`config.mk`:
```
export PLATFORM = sky130hd
export DESIGN_NAME = ppp_async_hdlc_deframer_flat
export DESIGN_NICKNAME = d
export VERILOG_FILES = /design/src/hdl/phd_pkg.sv /design/src/hdl/phd_if.sv /design/src/hdl/phd_front.sv /design/src/hdl/phd_queue.sv /design/src/hdl/phd_back.sv /design/src/hdl/ppp_async_hdlc_deframer.sv /design/src/flat_wrapper.sv
export SDC_FILE = /design/constraint.sdc
export NUM_CORES = 1
export LEC_CHECK = 0
export BUFFER_PORTS_ARGS = -buffer_cell sky130_fd_sc_hd__buf_2
export CORE_ASPECT_RATIO = 1.4
export CORE_MARGIN = 3
export CORE_UTILIZATION = 45
export DETAILED_ROUTE_END_ITERATION = 12
export PLACE_DENSITY = 0.7
export SYNTH_ARGS = -nofsm -noshare
export SYNTH_HDL_FRONTEND = slang
export SYNTH_HIERARCHICAL = 1
export SYNTH_SLANG_ARGS = --single-unit
```
`constraint.sdc`:
```
create_clock -name clk -period 6 [get_ports clk]
set_input_delay 1.5 -clock clk [delete_from_list [all_inputs] [get_ports clk]]
set_output_delay 1.5 -clock clk [all_outputs]
set_load 0.005 [all_outputs]
```
`src/hdl/phd_pkg.sv`:
```
// shared types and constants of the ppp async hdlc deframer
`default_nettype none
package phd_pkg;

  // field widths
  localparam int MAX_UNIT_W = 13;
  localparam int LEN_W      = 13;
  localparam int PROTO_W    = 16;
  localparam int STATUS_W   = 2;

  // reset value of the max unit register
  localparam logic [MAX_UNIT_W-1:0] MAX_UNIT_RESET = 13'd1500;

  // framing bytes
  localparam logic [7:0] FLAG_BYTE = 8'h7E;
  localparam logic [7:0] ESC_BYTE  = 8'h7D;
  localparam logic [7:0] ESC_XOR   = 8'h20;
  localparam logic [7:0] ADDR_BYTE = 8'hFF;
  localparam logic [7:0] CTRL_BYTE = 8'h03;

  // fcs-16, reflected
  localparam logic [15:0] FCS_POLY = 16'h8408;
  localparam logic [15:0] FCS_INIT = 16'hFFFF;
  localparam logic [15:0] FCS_GOOD = 16'hF0B8;

  // shortest frame that can be checked
  localparam int MIN_FRAME = 4;

  // token queue between front and back
  localparam int Q_DEPTH = 4;
  localparam int Q_PTR_W = 2;

  // one classified beat: a flag or an unescaped byte
  typedef struct packed {
    logic       is_flag;
    logic [7:0] value;
  } tok_t;

  // fcs-16 update over one byte
  function automatic logic [15:0] fcs16_byte(input logic [15:0] fcs, input logic [7:0] b);
    logic [15:0] f;
    f = fcs ^ {8'h00, b};
    for (int i = 0; i < 8; i++) begin
      f = f[0] ? ((f >> 1) ^ FCS_POLY) : (f >> 1);
    end
    return f;
  endfunction

endpackage
`default_nettype wire

```
`src/hdl/phd_if.sv`:
```
// channel interfaces of the deframer
`default_nettype none
interface phd_in_if;
  logic       valid;
  logic       ready;
  logic [7:0] rx_byte;
  modport source (output valid, output rx_byte, input ready);
  modport sink (input valid, input rx_byte, output ready);
endinterface

interface phd_out_if import phd_pkg::*; ();
  logic                valid;
  logic                ready;
  logic                is_end;
  logic [7:0]          data_byte;
  logic [PROTO_W-1:0]  protocol;
  logic [STATUS_W-1:0] frame_status;
  logic [LEN_W-1:0]    payload_length;
  modport source (output valid, output is_end, output data_byte, output protocol,
                  output frame_status, output payload_length, input ready);
  modport sink (input valid, input is_end, input data_byte, input protocol,
                input frame_status, input payload_length, output ready);
endinterface
`default_nettype wire

```
`src/hdl/phd_front.sv`:
```
// front end: flag detection and escape removal on raw bytes
`default_nettype none
module phd_front import phd_pkg::*; (
  input  logic       clk,
  input  logic       rst_n,
  phd_in_if.sink     in_bus,
  input  logic       q_full,
  output logic       push,
  output tok_t       push_tok
);

  logic escape_r, escape_nxt;
  logic acc;

  assign in_bus.ready = !q_full;
  assign acc          = in_bus.valid && !q_full;

  // classify the beat
  always_comb begin
    escape_nxt = escape_r;
    push       = 1'b0;
    push_tok   = '{is_flag: 1'b0, value: in_bus.rx_byte};
    if (acc) begin
      priority if (in_bus.rx_byte == FLAG_BYTE) begin
        push             = 1'b1;
        push_tok.is_flag = 1'b1;
        escape_nxt       = 1'b0;
      end else if (escape_r) begin
        push           = 1'b1;
        push_tok.value = in_bus.rx_byte ^ ESC_XOR;
        escape_nxt     = 1'b0;
      end else if (in_bus.rx_byte == ESC_BYTE) begin
        escape_nxt = 1'b1;
      end else begin
        push = 1'b1;
      end
    end
  end

  // escape state
  always_ff @(posedge clk) begin
    if (!rst_n) begin
      escape_r <= 1'b0;
    end else begin
      escape_r <= escape_nxt;
    end
  end

endmodule
`default_nettype wire

```
`src/hdl/phd_queue.sv`:
```
// short token queue between front and back
`default_nettype none
module phd_queue import phd_pkg::*; (
  input  logic clk,
  input  logic rst_n,
  input  logic push,
  input  tok_t push_tok,
  output logic full,
  input  logic pop,
  output logic q_valid,
  output tok_t q_tok
);

  tok_t               mem_r [Q_DEPTH];
  logic [Q_PTR_W-1:0] wr_ptr_r, rd_ptr_r;
  logic [Q_PTR_W:0]   count_r, count_nxt;
  logic               do_push, do_pop;

  assign full    = count_r == (Q_PTR_W+1)'(Q_DEPTH);
  assign q_valid = count_r != '0;
  assign q_tok   = mem_r[rd_ptr_r];
  assign do_push = push && !full;
  assign do_pop  = pop && q_valid;

  // occupancy
  always_comb begin
    count_nxt = count_r;
    if (do_push && !do_pop) begin
      count_nxt = count_r + 1'b1;
    end else if (do_pop && !do_push) begin
      count_nxt = count_r - 1'b1;
    end
  end

  // pointers
  always_ff @(posedge clk) begin
    if (!rst_n) begin
      wr_ptr_r <= '0;
      rd_ptr_r <= '0;
      count_r  <= '0;
    end else begin
      count_r <= count_nxt;
      if (do_push) begin
        wr_ptr_r <= wr_ptr_r + 1'b1;
      end
      if (do_pop) begin
        rd_ptr_r <= rd_ptr_r + 1'b1;
      end
    end
  end

  // storage
  always_ff @(posedge clk) begin
    if (do_push) begin
      mem_r[wr_ptr_r] <= push_tok;
    end
  end

endmodule
`default_nettype wire

```
`src/hdl/phd_back.sv`:
```
// back end: fcs check, header decode, payload delay and result register
`default_nettype none
module phd_back import phd_pkg::*; #(
  parameter int FRAME_HEADROOM = 16,
  parameter int MAX_UNIT_LIMIT = 4096
) (
  input  logic                  clk,
  input  logic                  rst_n,
  input  logic [MAX_UNIT_W-1:0] max_unit,
  input  logic                  q_valid,
  input  tok_t                  q_tok,
  output logic                  pop,
  phd_out_if.source             out_bus
);

  localparam int CNT_W = $clog2(MAX_UNIT_LIMIT + FRAME_HEADROOM + 2);

  typedef enum logic [6:0] {
    HP_FIRST    = 7'b0000001,
    HP_SAW_FF   = 7'b0000010,
    HP_PROTO    = 7'b0000100,
    HP_PROTO_LO = 7'b0001000,
    HP_DONE0    = 7'b0010000,
    HP_DONE1    = 7'b0100000,
    HP_DONE2    = 7'b1000000
  } hphase_t;

  typedef enum logic [STATUS_W-1:0] {
    ST_GOOD     = 2'd0,
    ST_SHORT    = 2'd1,
    ST_BAD_FCS  = 2'd2,
    ST_NO_PROTO = 2'd3
  } status_t;

  logic [CNT_W-1:0]   stored_r, stored_nxt;
  logic [15:0]        fcs_r, fcs_nxt;
  hphase_t            phase_r, phase_nxt;
  logic [PROTO_W-1:0] proto_r, proto_nxt;
  logic [LEN_W-1:0]   pcount_r, pcount_nxt;
  logic [7:0]         held0_r, held0_nxt, held1_r, held1_nxt;

  logic               ovalid_r;
  logic               oend_r, oend_nxt;
  logic [7:0]         odata_r, odata_nxt;
  logic [PROTO_W-1:0] oproto_r, oproto_nxt;
  status_t            ostat_r, ostat_nxt;
  logic [LEN_W-1:0]   olen_r, olen_nxt;

  logic               take, produce;
  logic [CNT_W-1:0]   mtu, cap;
  logic [7:0]         v;
  status_t            stat;

  assign take = q_valid && (!ovalid_r || out_bus.ready);
  assign pop  = take;
  assign v    = q_tok.value;

  // size cap of the stored frame
  always_comb begin
    if (32'(max_unit) > 32'(MAX_UNIT_LIMIT)) begin
      mtu = CNT_W'(MAX_UNIT_LIMIT);
    end else begin
      mtu = CNT_W'(max_unit);
    end
    cap = mtu + CNT_W'(FRAME_HEADROOM);
  end

  // end status, in priority order
  always_comb begin
    priority if (stored_r < CNT_W'(MIN_FRAME)) begin
      stat = ST_SHORT;
    end else if (fcs_r != FCS_GOOD) begin
      stat = ST_BAD_FCS;
    end else if (phase_r != HP_DONE2) begin
      stat = ST_NO_PROTO;
    end else begin
      stat = ST_GOOD;
    end
  end

  // frame processing of one token
  always_comb begin
    stored_nxt = stored_r;
    fcs_nxt    = fcs_r;
    phase_nxt  = phase_r;
    proto_nxt  = proto_r;
    pcount_nxt = pcount_r;
    held0_nxt  = held0_r;
    held1_nxt  = held1_r;
    produce    = 1'b0;
    oend_nxt   = 1'b0;
    odata_nxt  = 8'h00;
    oproto_nxt = '0;
    ostat_nxt  = ST_GOOD;
    olen_nxt   = '0;
    if (take) begin
      if (q_tok.is_flag) begin
        if (stored_r != '0) begin
          produce    = 1'b1;
          oend_nxt   = 1'b1;
          ostat_nxt  = stat;
          oproto_nxt = (stat == ST_GOOD) ? proto_r : '0;
          olen_nxt   = (stat == ST_GOOD) ? pcount_r : '0;
          stored_nxt = '0;
          fcs_nxt    = FCS_INIT;
          phase_nxt  = HP_FIRST;
          proto_nxt  = '0;
          pcount_nxt = '0;
        end
      end else if (!(stored_r > cap)) begin
        fcs_nxt = fcs16_byte(fcs_r, v);
        unique case (phase_r)
          HP_SAW_FF: begin
            if (v == CTRL_BYTE) begin
              phase_nxt = HP_PROTO;
            end else begin
              proto_nxt = PROTO_W'(ADDR_BYTE);
              phase_nxt = HP_DONE1;
            end
          end
          HP_PROTO: begin
            if (v[0]) begin
              proto_nxt = PROTO_W'(v);
              phase_nxt = HP_DONE0;
            end else begin
              proto_nxt = {v, 8'h00};
              phase_nxt = HP_PROTO_LO;
            end
          end
          HP_PROTO_LO: begin
            proto_nxt = proto_r | PROTO_W'(v);
            phase_nxt = HP_DONE0;
          end
          HP_DONE0: phase_nxt = HP_DONE1;
          HP_DONE1: phase_nxt = HP_DONE2;
          HP_DONE2: begin
            produce    = 1'b1;
            odata_nxt  = held1_r;
            oproto_nxt = proto_r;
            pcount_nxt = pcount_r + 1'b1;
          end
          // first byte, and any code that means nothing
          default: begin
            if (v == ADDR_BYTE) begin
              phase_nxt = HP_SAW_FF;
            end else if (v[0]) begin
              proto_nxt = PROTO_W'(v);
              phase_nxt = HP_DONE0;
            end else begin
              proto_nxt = {v, 8'h00};
              phase_nxt = HP_PROTO_LO;
            end
          end
        endcase
        held1_nxt  = held0_r;
        held0_nxt  = v;
        stored_nxt = stored_r + 1'b1;
      end
    end
  end

  // frame state
  always_ff @(posedge clk) begin
    if (!rst_n) begin
      stored_r <= '0;
      fcs_r    <= FCS_INIT;
      phase_r  <= HP_FIRST;
      proto_r  <= '0;
      pcount_r <= '0;
      ovalid_r <= 1'b0;
    end else begin
      stored_r <= stored_nxt;
      fcs_r    <= fcs_nxt;
      phase_r  <= phase_nxt;
      proto_r  <= proto_nxt;
      pcount_r <= pcount_nxt;
      if (produce) begin
        ovalid_r <= 1'b1;
      end else if (out_bus.ready) begin
        ovalid_r <= 1'b0;
      end
    end
  end

  // held bytes and result payload
  always_ff @(posedge clk) begin
    held0_r <= held0_nxt;
    held1_r <= held1_nxt;
    if (produce) begin
      oend_r   <= oend_nxt;
      odata_r  <= odata_nxt;
      oproto_r <= oproto_nxt;
      ostat_r  <= ostat_nxt;
      olen_r   <= olen_nxt;
    end
  end

  assign out_bus.valid          = ovalid_r;
  assign out_bus.is_end         = oend_r;
  assign out_bus.data_byte      = odata_r;
  assign out_bus.protocol       = oproto_r;
  assign out_bus.frame_status   = ostat_r;
  assign out_bus.payload_length = olen_r;

endmodule
`default_nettype wire

```
`src/hdl/ppp_async_hdlc_deframer.sv`:
```
// path: a raw byte is registered in the token queue, then its result beat is registered;
// throughput: one raw byte per cycle unless the queue is full, set by the fcs and header
// update in the back end; a four-entry queue decouples byte intake from result drain
// reset: synchronous active-low rst_n clears escape, frame state, queue and result
// valid; max_unit returns to 1500; held bytes and result payload are not reset
`default_nettype none
module ppp_async_hdlc_deframer import phd_pkg::*; #(
  parameter int FRAME_HEADROOM = 16,
  parameter int MAX_UNIT_LIMIT = 4096
) (
  input  logic                  clk,
  input  logic                  rst_n,
  input  logic                  cfg_we,
  input  logic [MAX_UNIT_W-1:0] cfg_wdata,
  phd_in_if.sink                in_bus,
  phd_out_if.source             out_bus
);

  logic [MAX_UNIT_W-1:0] max_unit_r;
  logic                  q_full, push, pop, q_valid;
  tok_t                  push_tok, q_tok;

  // max unit register
  always_ff @(posedge clk) begin
    if (!rst_n) begin
      max_unit_r <= MAX_UNIT_RESET;
    end else if (cfg_we) begin
      max_unit_r <= cfg_wdata;
    end
  end

  phd_front u_front (
    .clk      (clk),
    .rst_n    (rst_n),
    .in_bus   (in_bus),
    .q_full   (q_full),
    .push     (push),
    .push_tok (push_tok)
  );

  phd_queue u_queue (
    .clk      (clk),
    .rst_n    (rst_n),
    .push     (push),
    .push_tok (push_tok),
    .full     (q_full),
    .pop      (pop),
    .q_valid  (q_valid),
    .q_tok    (q_tok)
  );

  phd_back #(
    .FRAME_HEADROOM (FRAME_HEADROOM),
    .MAX_UNIT_LIMIT (MAX_UNIT_LIMIT)
  ) u_back (
    .clk      (clk),
    .rst_n    (rst_n),
    .max_unit (max_unit_r),
    .q_valid  (q_valid),
    .q_tok    (q_tok),
    .pop      (pop),
    .out_bus  (out_bus)
  );

`ifndef SYNTHESIS
  // a flag beat always lands in the queue
  a_flag_queued: assert property (@(posedge clk) disable iff (!rst_n)
    (in_bus.valid && in_bus.ready && in_bus.rx_byte == FLAG_BYTE) |=> q_valid)
    else $error("flag beat not queued");

  // input backpressure only when tokens are waiting
  a_stall_has_tokens: assert property (@(posedge clk) disable iff (!rst_n)
    !in_bus.ready |-> q_valid)
    else $error("input stalled with empty queue");

  // a new result needs a token consumed the cycle before
  a_result_from_token: assert property (@(posedge clk) disable iff (!rst_n)
    $rose(out_bus.valid) |-> $past(q_valid))
    else $error("result without a queued token");
`endif

endmodule
`default_nettype wire

```
`src/flat_wrapper.sv`:
```
// flat-port wrapper written by rule: the top's interface ports become plain ports
module ppp_async_hdlc_deframer_flat import phd_pkg::*;
#(
  parameter int FRAME_HEADROOM = 16,
  parameter int MAX_UNIT_LIMIT = 4096
)
  (clk, rst_n, cfg_we, cfg_wdata, in_bus_valid, in_bus_rx_byte, in_bus_ready, out_bus_valid, out_bus_is_end, out_bus_data_byte, out_bus_protocol, out_bus_frame_status, out_bus_payload_length, out_bus_ready);
  phd_in_if in_bus_i ();
  phd_out_if out_bus_i ();
  input  logic clk;
  input  logic rst_n;
  input  logic cfg_we;
  input  logic [MAX_UNIT_W-1:0] cfg_wdata;
  input wire logic [$bits(in_bus_i.valid)-1:0] in_bus_valid;
  input wire logic [$bits(in_bus_i.rx_byte)-1:0] in_bus_rx_byte;
  output wire logic [$bits(in_bus_i.ready)-1:0] in_bus_ready;
  output wire logic [$bits(out_bus_i.valid)-1:0] out_bus_valid;
  output wire logic [$bits(out_bus_i.is_end)-1:0] out_bus_is_end;
  output wire logic [$bits(out_bus_i.data_byte)-1:0] out_bus_data_byte;
  output wire logic [$bits(out_bus_i.protocol)-1:0] out_bus_protocol;
  output wire logic [$bits(out_bus_i.frame_status)-1:0] out_bus_frame_status;
  output wire logic [$bits(out_bus_i.payload_length)-1:0] out_bus_payload_length;
  input wire logic [$bits(out_bus_i.ready)-1:0] out_bus_ready;
  assign in_bus_i.valid = in_bus_valid;
  assign in_bus_i.rx_byte = in_bus_rx_byte;
  assign in_bus_ready = in_bus_i.ready;
  assign out_bus_valid = out_bus_i.valid;
  assign out_bus_is_end = out_bus_i.is_end;
  assign out_bus_data_byte = out_bus_i.data_byte;
  assign out_bus_protocol = out_bus_i.protocol;
  assign out_bus_frame_status = out_bus_i.frame_status;
  assign out_bus_payload_length = out_bus_i.payload_length;
  assign out_bus_i.ready = out_bus_ready;
  ppp_async_hdlc_deframer #(.FRAME_HEADROOM(FRAME_HEADROOM), .MAX_UNIT_LIMIT(MAX_UNIT_LIMIT)) u_core (.clk(clk), .rst_n(rst_n), .cfg_we(cfg_we), .cfg_wdata(cfg_wdata), .in_bus(in_bus_i), .out_bus(out_bus_i));
endmodule
```
# Yosys cells after proc, flatten, opt, wreduce, memory -nomap -nowiden
# Memory sizes are Yosys's and may differ from the RTL's. A register that Yosys moved wholly into a read port is not among the register bits.
# Cells that the tools add are included.
[word_totals]
wordCells = 154
out_inout_bits = 42
regBits = 143
input_bits = 26
ramBits = 36
n_memories = 1
[op_classes]
n_lt_le_gt_ge = 3
muxes = 64
addsub = 7
bitwise_logic = 15
reduce_logical = 27
n_eq_ne = 19
[memory_table]
columns = ["name", "depth", "width", "rd", "rd_clocked_by_memory_dff", "wr", "line_no", "source"]
rows = [
  ["u_core.u_queue.mem_r", 4, 9, 1, 1, 1, "phd_queue.sv:14", "tok_t mem_r [Q_DEPTH];"],
]
[ops]
columns = ["operator", "count"]
rows = [
  ["16-bit two-way mux", 22],
  ["13-bit two-way mux", 7],
  ["16-bit one-hot mux with 4 select lines", 1],
  ["7-bit one-hot mux with 6 select lines", 1],
  ["7-bit two-way mux", 4],
  ["13-bit by 1-bit adder with 13-bit output, second input constant", 2],
  ["2-bit inverter with 3-bit output", 8],
  ["6-bit two-way mux", 3],
  ["1-bit two-way mux", 17],
  ["8-bit by 7-bit equality test with 1-bit output, second input constant", 2],
  ["16-bit inequality test, second input constant", 1],
  ["16-bit by 8-bit bitwise OR with 16-bit output", 1],
  ["16-bit by 8-bit bitwise XOR with 16-bit output", 1],
  ["13-bit by 5-bit adder with 13-bit output, second input constant", 1],
  ["13-bit greater-than comparator", 1],
  ["13-bit greater-than comparator, second input constant", 1],
  ["13-bit by 3-bit < comparator with 1-bit output, second input constant", 1],
  ["13-bit nonzero test", 1],
  ["4-bit AND reduction", 3],
  ["2-bit two-way mux", 5],
  ["9-bit two-way mux", 1],
  ["3-bit AND reduction", 3],
  ["8-bit by 2-bit equality test with 1-bit output, second input constant", 1],
  ["8-bit equality test, second input constant", 1],
  ["other kinds (28)", 46],
]

# Depth between registers and ports, before layout
# Gate-level depths: netlist (run 1).
[depth]
word_depth = 19
mapped_depth = 15
ltp_nobuf = 15

# By module
# The synthesis (run 1) kept the hierarchy.
[by_module_without_submodules]
columns = ["mod", "instances", "area_per_inst_um2", "cells_per_inst", "seq_area_each_um2"]
rows = [
  ["phd_back", 1, 5781.8, 576, 2952.8],
  ["phd_queue", 1, 1784.2, 95, 1261.2],
  ["ppp_async_hdlc_deframer", 1, 489.2, 42, 260.2],
  ["phd_front", 1, 186.4, 26, 20.0],
]

# Worst setup path before layout (run 1)
# OpenSTA, ideal clock, no wires.
[synth_timing]
kind = "input to register"
from = "in out_bus_ready"
to = "reg u_core.u_back.odata_r[0], in the netlist u_core/u_back/out_bus.data_byte[0] (enable)"
path_buffers = 1
arrival_time_ns = 3.381
t_required_ns = 5.605
slack_ns = 2.224
path_stages = 8
setup_ns = 0.395
path_cell_list = "nand2b_1 and2_1 and2b_1 a21oi_1 clkbuf_1 nand2_1 nand2_1 inv_1"
[synth_via]
elab_chain_cells = 3
[synth_lines]
columns = ["item", "line_no", "source"]
rows = [
  ["from (decl)", "flat_wrapper.sv:23", "input wire logic [$bits(out_bus_i.ready)-1:0] out_bus_ready;"],
  ["1-bit logical OR", "phd_back.sv:54", "assign take = q_valid && (!ovalid_r || out_bus.ready);"],
  ["1-bit logical AND", "phd_back.sv:54", ""],
  ["named net u_core.pop", "ppp_async_hdlc_deframer.sv:20", "logic q_full, push, pop, q_valid;"],
  ["1-bit two-way mux", "phd_back.sv:96", "if (take) begin"],
  ["named net u_core.u_back.produce", "phd_back.sv:49", "logic take, produce;"],
  ["to (signal assigned)", "phd_back.sv:191", "odata_r <= odata_nxt;"],
  ["to (decl)", "phd_back.sv:44", "logic [7:0] odata_r, odata_nxt;"],
]
# The timed path passes the listed nets, and every way through them passes these cells.
# A chain may end at the register's enable or synchronous reset.

# Worst setup path after layout (run 1)
[layout_timing]
from = "reg u_core.max_unit_r[4]"
to = "reg u_core.u_back.oproto_r[13], in the netlist u_core/u_back/out_bus.protocol[13] (enable)"
[layout_via]
elab_chain_cells = 7
[layout_lines]
columns = ["item", "line_no", "source"]
rows = [
  ["from (decl)", "ppp_async_hdlc_deframer.sv:19", "logic [MAX_UNIT_W-1:0] max_unit_r;"],
  ["from (signal assigned)", "ppp_async_hdlc_deframer.sv:28", "max_unit_r <= cfg_wdata;"],
  ["13-bit greater-than comparator", "phd_back.sv:60", "if (32'(max_unit) > 32'(MAX_UNIT_LIMIT)) begin"],
  ["13-bit two-way mux (*)", "phd_back.sv:60", ""],
  ["13-bit by 5-bit adder with 13-bit output (*)", "phd_back.sv:65", "cap = mtu + CNT_W'(FRAME_HEADROOM);"],
  ["13-bit greater-than comparator (*)", "phd_back.sv:110", "end else if (!(stored_r > cap)) begin"],
  ["1-bit two-way mux (*)", "phd_back.sv:110", ""],
  ["1-bit two-way mux (*)", "phd_back.sv:97", "if (q_tok.is_flag) begin"],
  ["1-bit two-way mux (*)", "phd_back.sv:96", ""],
  ["named net u_core.u_back.produce", "phd_back.sv:49", ""],
  ["to (signal assigned)", "phd_back.sv:192", "oproto_r <= oproto_nxt;"],
  ["to (decl)", "phd_back.sv:45", "logic [PROTO_W-1:0] oproto_r, oproto_nxt;"],
]
# The timed path passes the listed nets; every way through them passes the cells marked *.

==> results of run 1 <==
## flip-flops by register name, summed over array words and instances, names as in the netlist, 2 cells and up, named ones only
name and flops:
u_core/u_back/out_bus.data_byte 8, u_core/u_back/fcs_r 16, u_core/u_queue/wr_ptr_r 2, u_core/u_back/phase_r 7, u_core/u_back/pcount_r 13, u_core/u_back/stored_r 13, u_core/u_back/out_bus.payload_length 13, u_core/u_queue/mem_r 36
u_core/u_queue/rd_ptr_r 2, u_core/u_back/held0_r 8, u_core/u_back/out_bus.frame_status 2, u_core/u_back/proto_r 15, u_core/u_back/out_bus.protocol 15, u_core/u_queue/count_r 3, u_core/max_unit_r 13, u_core/u_back/held1_r 8
## layer usage
layer	global-route usage, %	part of all wire, %	up-vias
met5	0	0	-
met3	3.032	3.3	17
met2	28.21	51	117
met1	21.50	45	2664
met4	5.128	1.3	0
li1	-	-	2763
## worst paths after layout
check | to | slack [ns]
worst max-delay path | u_core/u_back/out_bus.protocol[13] | 1.90
worst min-delay path | u_core/u_back/held1_r[1] | 0.42
worst max register to register | u_core/u_back/out_bus.protocol[13] | 1.90
worst min register to register | u_core/u_back/held1_r[1] | 0.42
## kinds of logic (layout without fill, tap and decap cells)
group | count (synthesis) | in the layout | share of synthesized area, %
DFF | 179 | 179 | 54.53
other | 1 | 1 | 0.04550
and+or+nand+nor | 280 | 280 | 18.67
adders and majority gates | 23 | 23 | 3.583
AOI/OAI and AO/OA | 116 | 116 | 9.291
buffers and inverters | 60 | 121 | 3.628
muxes | 25 | 25 | 4.403
xor gates and xnor gates | 55 | 55 | 5.845
## final cells by class
cell class              count  area (sq um)  area share, %
clock buffers              18         429.2          4.621
clock inverters            14         181.4          1.953
inverters                  18         67.56         0.7275
multi-input cells         500          3452          37.17
flip-flops and latches    179          4494          48.39
well taps                 236         295.3          3.179
repair buffers             71         367.9          3.961
## cell usage in the layout (no fill, tap or decap), types with 3 or more instances in the layout
| cell | n |
|---|---|
| and2_1 | 30 |
| dfxtp_1 | 88 |
| o31ai_1 | 4 |
| nand4_1 | 14 |
| inv_8 | 3 |
| or2_2 | 4 |
| clkinv_8 | 3 |
| nor3_1 | 16 |
| or4_1 | 3 |
| nand2_1 | 46 |
| mux4_2 | 9 |
| nor4_1 | 9 |
| inv_1 | 18 |
| buf_2 | 66 |
| or3_1 | 6 |
| xor2_1 | 6 |
| o2bb2ai_1 | 6 |
| edfxtp_1 | 91 |
| ha_1 | 22 |
| nand3_1 | 21 |
| clkinv_4 | 4 |
| xnor2_1 | 49 |
| a31oi_1 | 3 |
| nor3b_1 | 5 |
| mux2i_1 | 16 |
| and2b_1 | 3 |
| a22o_1 | 7 |
| a21oi_1 | 35 |
| o21ai_0 | 29 |
| a211oi_1 | 9 |
| nor2b_1 | 27 |
| nand2b_1 | 10 |
| buf_4 | 5 |
| clkbuf_16 | 17 |
| nor2_1 | 58 |
| and3_1 | 7 |
## power groups by stage
stage | registers [uW] | clock network [uW] | logic (uW)
2_1_floorplan | 1720 | 0 | 988
3_3_place_gp | 1770 | 0 | 1270
3_5_place_dp | 1780 | 0 | 1280
4_1_cts | 1750 | 1150 | 1280
5_1_grt | 1790 | 1200 | 1410
6_report | 1750 | 1120 | 1280
## per-stage QoR
stage | cells | setup slack (ns) | hold WS, ns
3_3_place_gp | 1004 | 1.894 | 0.4014
3_5_place_dp | 1004 | 1.800 | 0.4045
2_1_floorplan | 739 | 2.224 | 0.4003
6_report | 1036 | 1.895 | 0.4220
4_1_cts | 1036 | 1.864 | 0.4221
5_1_grt | 1036 | 1.481 | 0.4428
==> flow_metrics.env, run 1 <==
export IMPL_die_x_um=120.4
export IMPL_start_kind="register"
export IMPL_swShare_pct=34.86
export IMPL_path_delay_family="simple AND/OR/NAND/NOR gates"
export IMPL_hp_class="register to register"
export IMPL_grt_use_total_pct=16.60
export IMPL_ctsResizeCount=0
export IMPL_grt_max_degree=53
export IMPL_slew_violations=0
export IMPL_ioPinCount=68
export IMPL_yosys_top_cells_area="edfxtp_1 (33%), dfxtp_1 (21%), xnor2_1 (5.2%), ha_1 (3.3%), nor2_1 (2.6%)"
export IMPL_cts_root_buf="clkbuf_16"
export IMPL_critPathMaxFanout=41
export IMPL_p_sw_uw=1446
export IMPL_yosysTopAreaCellShare_pct=33.16
export IMPL_syn_area_per_cell_sq_um=11.15
export IMPL_synth_distinct_cells=75
export IMPL_slowest_stage="nor4_1"
export IMPL_drive_gt1_share_pct=16.63
export IMPL_crit_buf_inv=3
export IMPL_post_route_util_pct=52.51
export IMPL_hold_viol_final=0
export IMPL_endpoint_kind="register"
export IMPL_rows=57
export IMPL_drc=0
export IMPL_leakagePower_uw=0.003318
export IMPL_post_route_period_util_pct=68.41
export IMPL_startpoint="u_core/max_unit_r[4]"
export IMPL_place_area_sq_um=8677
export IMPL_die_y_um=166.1
export IMPL_worstMarginPinSlew_ns=0.9864
export IMPL_cts_inserted_buffers=17
export IMPL_diodes=0
export IMPL_firstDrtPassIters=5
export IMPL_slowest_delay_ns=0.54
export IMPL_syn_area_sq_um=8242
export IMPL_ant_nets=0
export IMPL_ys_flop_type="edfxtp_1"
export IMPL_powerDensity_nw_per_um2=446.6
export IMPL_syn_num_nets=788
export IMPL_seq_power_share_pct=42.2
export IMPL_wl_um=16240
export IMPL_fillers=1572
export IMPL_clkPwrFrac_pct=27.0
export IMPL_clockBufferDepth=2
export IMPL_power_frac_comb_pct=30.8
export IMPL_cp_arrival_ns=4.16
export IMPL_hold_buffers=0
export IMPL_fmax_ghz=0.2436
export IMPL_r2r_cells=14
export IMPL_core_area_sq_um=17690
export IMPL_final_nets=836
export IMPL_cp_cell_sequence="nor2b_1 > ha_1 > and3_1 > nand2b_1 > xnor2_1 > ha_1 > nand4_1 > nor4_1 > a21oi_1 > buf_4 > nand2_1 > nand2_1 > inv_1 > buf_4"
export IMPL_wl_per_cell_um=15.68
export IMPL_max_slew_margin_pct=34.00
export IMPL_yosysSeqAreaShare_pct=54.53
export IMPL_fin_skew_ns=0.01206
export IMPL_critPathRequiredTime_ns=6.06
export IMPL_clk_insertion_delay_late_ns=0.42
export IMPL_initial_core_util_pct=46.60
export IMPL_rr_startpoint="u_core/max_unit_r[4]"
export IMPL_drtIter0Drc=368
export IMPL_dpl_hpwl_um=11320
export IMPL_clkTransAtPathRegs_ns=0.07
export IMPL_area_delta_synth_final_pct=12.69
export IMPL_yosys_top_cells_count="edfxtp_1 (91), dfxtp_1 (88), nor2_1 (58), xnor2_1 (49), nand2_1 (46)"
export IMPL_synth_seq_cells=179
export IMPL_outcome="complete, no violations"
export IMPL_hp_start="u_core/u_back/held0_r[1]"
export IMPL_ys_warn_count=6
export IMPL_fin_area_sq_um=9288
export IMPL_synth_top_area_cell="edfxtp_1"
export IMPL_crit_type="register to register"
export IMPL_grt_pass1_wl_um=26960
export IMPL_setup_tns_final_ns=0
export IMPL_worstSetupPathDepth=14
export IMPL_holdPathStages=0
export IMPL_synth_cells=739
export IMPL_tritoncts="built"
export IMPL_antenna_found_initial=0
export IMPL_internal_power_uw=2702
export IMPL_clock_sinks=179
export IMPL_postCtsSetupBuffers=0
export IMPL_vias=5561
export IMPL_vias_per_cell=5.368
export IMPL_synth_edf_count=91
export IMPL_async_flop_share_pct=0
export IMPL_first_global_vias=5391
export IMPL_yosysMostFrequentCell="edfxtp_1"
export IMPL_gp_congestion=0.8171
export IMPL_rsz0062_at_grt="no"
export IMPL_cts_htree_levels=4
export IMPL_ir_drop_uv=242.3
export IMPL_fin_crit_ns=4.105
export IMPL_report_power_total_uw=4148
export IMPL_portBuffers=66
export IMPL_grt_overflow_total=0
export IMPL_dieArea_sq_um=20000
export IMPL_setup_violations_final=0
export IMPL_cap_violations=0
Note: power is estimated with default switching activity, not from simulation.
==> inputs of run 2 (changes only) <==
- ABC_AREA: unset -> 1
- PLACE_DENSITY: 0.7 -> 0.69
- clock period: 6 -> 4.15 ns (I/O delays scaled with it)
==> flow_metrics.env, run 2 <==
export IMPL_leakagePower_uw=0.004312
export IMPL_rr_startpoint="u_core/max_unit_r[8]"
export IMPL_final_cell_mix="nand2_1 (209), nor2_1 (165), inv_1 (102)"
export IMPL_yosysTopAreaCellShare_pct=29.52
export IMPL_core_area_sq_um=20070
export IMPL_hp_start="u_core/u_back/held0_r[4]"
export IMPL_cts_inserted_buffers=17
export IMPL_start_kind="register"
export IMPL_synth_adder_area_share_pct=3.190
export IMPL_final_nets=1185
export IMPL_drive_gt1_share_pct=17.93
export IMPL_ir_drop_uv=343.7
export IMPL_grt_max_degree=47
export IMPL_die_y_um=175.7
export IMPL_r2r_setup_slack_ns=0.59
export IMPL_fillers=1876
export IMPL_fin_skew_ns=0.01306
export IMPL_cts_root_buf="clkbuf_16"
export IMPL_vias_per_cell=5.041
export IMPL_yosys_top_cells_area="edfxtp_1 (30%), dfxtp_1 (19%), nand2_1 (8.5%), nor2_1 (6.7%), inv_1 (4.1%)"
export IMPL_clkTransAtPathRegs_ns=0.07
export IMPL_ys_warn_count=6
export IMPL_ff_latch_area_sq_um=4494
export IMPL_synth_top_family_by_area="simple AND/OR/NAND/NOR gates"
export IMPL_worstMarginPinSlew_ns=0.9021
export IMPL_clock_sinks=179
export IMPL_powerDensity_nw_per_um2=687.9
export IMPL_vias=7063
export IMPL_worstSetupPathDepth=20
export IMPL_syn_area_per_cell_sq_um=8.596
export IMPL_syn_area_sq_um=9258
export IMPL_muxShareOfSynthArea_pct=0
export IMPL_firstDrtPassIters=5
export IMPL_min_to="u_core/u_back/held1_r[4]"
export IMPL_grt_use_total_pct=17.74
export IMPL_post_route_period_util_pct=85.76
export IMPL_r2r_cells=20
export IMPL_clk_insertion_delay_late_ns=0.43
export IMPL_yosysMostFrequentCell="nand2_1"
export IMPL_max_slew_margin_pct=39.64
export IMPL_crit_buf_inv=2
export IMPL_synth_cells=1077
export IMPL_grt_pass1_wl_um=32110
export IMPL_critPathRequiredTime_ns=4.51
export IMPL_cts_htree_levels=4
export IMPL_slew_violations=0
export IMPL_ant_nets=0
export IMPL_fin_crit_ns=3.559
export IMPL_hold_buffers=0
export IMPL_rows=61
export IMPL_hold_viol_final=0
export IMPL_critPathMaxFanout=24
export IMPL_largest_reg_flops=36
export IMPL_diodes=0
export IMPL_holdPathStages=0
export IMPL_multiInputGateArea_sq_um=4055
export IMPL_cpMostUsedCell="nand2_1"
export IMPL_synth_edf_count=91
export IMPL_path_delay_family="simple AND/OR/NAND/NOR gates"
export IMPL_dpl_hpwl_um=13440
export IMPL_syn_num_nets=1126
export IMPL_cap_violations=0
export IMPL_rsz0062_at_grt="no"
export IMPL_grt_overflow_total=0
export IMPL_first_global_vias=6794
export IMPL_setup_violations_final=0
export IMPL_initial_core_util_pct=46.12
export IMPL_hp_class="register to register"
export IMPL_area_delta_synth_final_pct=12.27
export IMPL_wl_per_cell_um=13.78
export IMPL_synth_distinct_cells=50
export IMPL_yosys_area_share_xor_xnor_pct=3.690
export IMPL_synth_compound_area_share_pct=8.298
export IMPL_antenna_found_initial=0
export IMPL_clockBufferDepth=2
export IMPL_postCtsSetupBuffers=0
export IMPL_yosys_area_share_simple_pct=28.44
export IMPL_cp_arrival_ns=3.92
export IMPL_top_register="u_core/u_queue/mem_r"
export IMPL_slowest_delay_ns=0.45
export IMPL_fmax_ghz=0.2810
export IMPL_dieArea_sq_um=22350
export IMPL_final_common_cell="nand2_1"
export IMPL_portBuffers=66
export IMPL_outcome="complete, no violations"
export IMPL_slowest_stage="nand2_2"
export IMPL_yosys_top_cells_count="nand2_1 (209), nor2_1 (165), inv_1 (102), edfxtp_1 (91), dfxtp_1 (88)"
export IMPL_r2r_end="u_core/u_back/stored_r[11]"
export IMPL_reg_largest_list="u_core/u_queue/mem_r x36, u_core/u_back/fcs_r x16"
export IMPL_ctsResizeCount=0
export IMPL_post_route_util_pct=51.78
export IMPL_cp_cell_sequence="nor4_2 > a21oi_1 > nor2_1 > ha_1 > inv_1 > nor3_1 > xor2_1 > ha_1 > nand2_1 > nand2_1 > nand2_1 > nand2_1 > a21oi_1 > nand2_1 > nand2_1 > nand2_1 > nand2_2 > buf_4 > nand3_1 > a21oi_1"
export IMPL_synth_seq_cells=179
export IMPL_drc=0
export IMPL_tritoncts="built"
export IMPL_async_flop_share_pct=0
export IMPL_synth_top_area_cell="edfxtp_1"
export IMPL_die_x_um=127.2
export IMPL_wl_um=19300
export IMPL_setup_tns_final_ns=0
export IMPL_ys_flop_type="edfxtp_1"
export IMPL_drtIter0Drc=478
export IMPL_ioPinCount=68
export IMPL_crit_type="register to register"
export IMPL_gp_congestion=0.8287
export IMPL_yosysSeqAreaShare_pct=48.55
export IMPL_endpoint_kind="register"
==> run 2: cell count changes after synthesis, sizes merged, moves of 11 or more <==
cell	change
inv	+91
nand3	+48
clkbuf	-17
nor2b	-28
o21ai	+11
buf	+19
mux2i	-16
and2	-29
xor2	+21
nor2	+124
nand2	+187
a21oi	+30
xnor2	-37
==> run 2: kinds of logic (layout without fill, tap and decap cells) <==
group / after synthesis / in the layout
other cells: 1 / 1
compound gates: 129 / 129
flops: 179 / 179
fa+ha+maj: 23 / 23
simple gates: 553 / 553
buf+inv: 153 / 225
xor+xnor: 39 / 39
==> run 2: worst reg2reg max path, cell delays in order (launching register included) <==
cell     delay (ns)
dfxtp_1        0.35
nor4_2         0.32
a21oi_1        0.14
nor2_1         0.16
ha_1           0.20
inv_1          0.06
nor3_1         0.22
xor2_1         0.18
ha_1           0.26
nand2_1        0.07
nand2_1        0.05
nand2_1        0.05
nand2_1        0.05
a21oi_1        0.13
nand2_1        0.09
nand2_1        0.12
nand2_1        0.09
nand2_2        0.45
buf_4          0.28
nand3_1        0.09
a21oi_1        0.14
==> run 2: worst max path at each step <==
stage	to	slack [ns]	from
after detailed placement	u_core/u_back/stored_r[11]	0.58	u_core/max_unit_r[8]
after global placement	u_core/u_back/stored_r[8]	0.67	u_core/max_unit_r[8]
after CTS	u_core/u_back/stored_r[11]	0.58	u_core/max_unit_r[8]
after floorplan	u_core/u_back/held0_r[0]	0.73	u_core/max_unit_r[8]
after global routing	u_core/u_back/stored_r[12]	0.13	u_core/max_unit_r[7]
final	u_core/u_back/stored_r[11]	0.59	u_core/max_unit_r[8]
==> run 2: routing by layer <==
layer	up-vias	routed length, um	global-route usage, %
met5	-	0	0
met4	0	580	7.603
met3	36	706	3.103
met2	143	10060	31.85
met1	3246	7953	20.61
li1	3638	-	-
==> run 2: final cells by class <==
type	instances	share of cell area [%]
Sequential cell	179	43.24
Multi-Input combinational cell	745	39.02
Timing Repair Buffer	84	4.478
Clock buffer	18	4.129
Inverter	109	4.009
Tap cell	252	3.034
Clock inverter	14	2.095
==> run 2: report_power, final <==
part           total [uW]  switching (uW)  internal, uW
registers            2610             219          2390
logic                2800            1860           933
clock network        1740             757           983
total                7150            2840          4310
==> run 2: per-stage QoR <==
step	power, uW	setup slack, ns	area [sq um]	hold slack, ns	instances
after floorplan	4739	0.7289	9258	0.4003	1077
after global placement	5387	0.6744	9747	0.4023	1369
after detailed placement	5456	0.5830	9747	0.4065	1369
after CTS	7208	0.5832	10390	0.4218	1401
after global routing	7649	0.1295	10390	0.4208	1401
final	7150	0.5912	10390	0.4211	1401
==> inputs of run 3 (changes only) <==
- RECOVER_POWER: unset -> 25
==> flow_metrics.env, run 3 (synthesis gave the netlist of run 2 again) <==
export IMPL_first_global_vias=6794
export IMPL_fin_crit_ns=3.555
export IMPL_outcome="finished with violations"
export IMPL_fin_skew_ns=0.01280
export IMPL_cp_arrival_ns=3.91
export IMPL_drc=0
export IMPL_cts_root_buf="clkbuf_16"
export IMPL_die_x_um=127.2
export IMPL_vias_per_cell=5.056
export IMPL_setup_tns_final_ns=0
export IMPL_drtIter0Drc=479
export IMPL_cts_inserted_buffers=17
export IMPL_dpl_hpwl_um=13440
export IMPL_critPathRequiredTime_ns=4.51
export IMPL_leakagePower_uw=0.004264
export IMPL_final_nets=1185
export IMPL_ctsResizeCount=0
export IMPL_ioPinCount=68
export IMPL_clk_insertion_delay_late_ns=0.43
export IMPL_die_y_um=175.7
export IMPL_initial_core_util_pct=46.12
export IMPL_grt_pass1_wl_um=32110
export IMPL_post_route_period_util_pct=85.67
export IMPL_wl_per_cell_um=13.80
export IMPL_failed_checks="max-capacitance violations, max-slew violations"
export IMPL_report_power_total_uw=7116
export IMPL_area_delta_synth_final_pct=11.76
export IMPL_dieArea_sq_um=22350
export IMPL_portBuffers=66
export IMPL_largest_reg_flops=36
export IMPL_final_cell_mix="nand2_1 (210), nor2_1 (167), inv_1 (102)"
export IMPL_worstMarginPinSlew_ns=1.857
export IMPL_wl_um=19330
export IMPL_clkTransAtPathRegs_ns=0.07
export IMPL_p_sw_uw=2833
export IMPL_powerDensity_nw_per_um2=687.8
export IMPL_grt_max_degree=47
export IMPL_power_frac_comb_pct=38.9
export IMPL_slowest_delay_ns=0.45
export IMPL_diodes=0
export IMPL_cts_htree_levels=4
export IMPL_post_route_util_pct=51.54
export IMPL_seq_power_share_pct=36.7
export IMPL_clkPwrFrac_pct=24.4
export IMPL_crit_type="register to register"
export IMPL_grt_overflow_total=0
export IMPL_hold_viol_final=0
export IMPL_clockBufferDepth=2
export IMPL_core_area_sq_um=20070
export IMPL_clock_sinks=179
export IMPL_r2r_setup_slack_ns=0.59
export IMPL_max_slew_margin_pct=-23.82
export IMPL_drive_gt1_share_pct=16.45
export IMPL_tritoncts="built"
export IMPL_firstDrtPassIters=5
export IMPL_reg_largest_list="u_core/u_queue/mem_r x36, u_core/u_back/fcs_r x16"
export IMPL_internal_power_uw=4282
export IMPL_gp_congestion=0.8287
export IMPL_fmax_ghz=0.2813
export IMPL_start_kind="register"
export IMPL_rows=61
export IMPL_ant_nets=0
export IMPL_cp_cell_sequence="nor4_2 > a21oi_1 > nor2_1 > ha_1 > inv_1 > nor3_1 > xor2_1 > ha_1 > nand2_1 > nand2_1 > nand2_1 > nand2_1 > a21oi_1 > nand2_1 > nand2_1 > nand2_1 > nand2_2 > buf_4 > nand3_1 > a21oi_1"
export IMPL_fillers=1890
export IMPL_critPathMaxFanout=24
export IMPL_vias=7083
export IMPL_final_common_cell="nand2_1"
export IMPL_rsz0062_at_grt="no"
export IMPL_ir_drop_uv=344.3
export IMPL_swShare_pct=39.82
export IMPL_setup_violations_final=0
export IMPL_top_register="u_core/u_queue/mem_r"
export IMPL_slowest_stage="nand2_2"
export IMPL_postCtsSetupBuffers=0
export IMPL_endpoint_kind="register"
export IMPL_slew_violations=38
export IMPL_grt_use_total_pct=17.74
export IMPL_antenna_found_initial=0
export IMPL_hold_buffers=0
export IMPL_cpMostUsedCell="nand2_1"
export IMPL_hp_class="register to register"
export IMPL_cap_violations=1
## run 3: path summary, 6_finish.rpt
check | cells past startpoint | start | end
max reg2reg | 20 | u_core/max_unit_r[8] | u_core/u_back/stored_r[11]
max | 20 | u_core/max_unit_r[8] | u_core/u_back/stored_r[11]
min reg2reg | 0 | u_core/u_back/held0_r[4] | u_core/u_back/held1_r[4]
min | 0 | u_core/u_back/held0_r[4] | u_core/u_back/held1_r[4]
## run 3: final cells by class
| cell class | instances | area (sq um) | share of cell area [%] |
|---|---|---|---|
| Sequential cell | 179 | 4494 | 43.44 |
| Tap cell | 252 | 315.3 | 3.048 |
| Timing Repair Buffer | 84 | 435.4 | 4.208 |
| Inverter | 109 | 416.7 | 4.027 |
| Clock inverter | 14 | 217.7 | 2.104 |
| Clock buffer | 18 | 429.2 | 4.148 |
| Multi-Input combinational cell | 745 | 4038 | 39.03 |
## run 3: metrics by stage
| stage | setup WS [ns] | hold slack, ns | instances | area [sq um] |
|---|---|---|---|---|
| floorplan | 0.7289 | 0.4003 | 1077 | 9258 |
| detailed placement | 0.5830 | 0.4065 | 1369 | 9747 |
| finish | 0.5948 | 0.4201 | 1401 | 10350 |
| global route | 0.1295 | 0.4208 | 1401 | 10350 |
| CTS | 0.5832 | 0.4218 | 1401 | 10390 |
| global placement | 0.6744 | 0.4023 | 1369 | 9747 |
## run 3: layer usage
| layer | wire, um | up-vias | GRT usage [%] |
|---|---|---|---|
| met2 | 10060 | 127 | 31.85 |
| met5 | 0 | - | 0 |
| li1 | - | 3641 | - |
| met1 | 8044 | 3279 | 20.61 |
| met3 | 638 | 36 | 3.103 |
| met4 | 584 | 0 | 7.603 |
## run 3: power groups by stage
stage	Combinational [uW]	Sequential (uW)	Clock, uW
finish	2770	2610	1740
CTS	2810	2620	1780
global placement	2750	2640	0
floorplan	2120	2620	0
global route	3110	2660	1840
detailed placement	2800	2650	0
## run 3: worst max-delay path, delay by kind of cell, from the launching register on
family	cells	cell delay (ns)
flip-flops	1	0.35
XOR/XNOR	1	0.18
AO/OA/AOI/OAI	3	0.41
buffers and inverters	2	0.34
adder cells (fa/ha/maj)	2	0.46
AND/OR/NAND/NOR	12	1.74
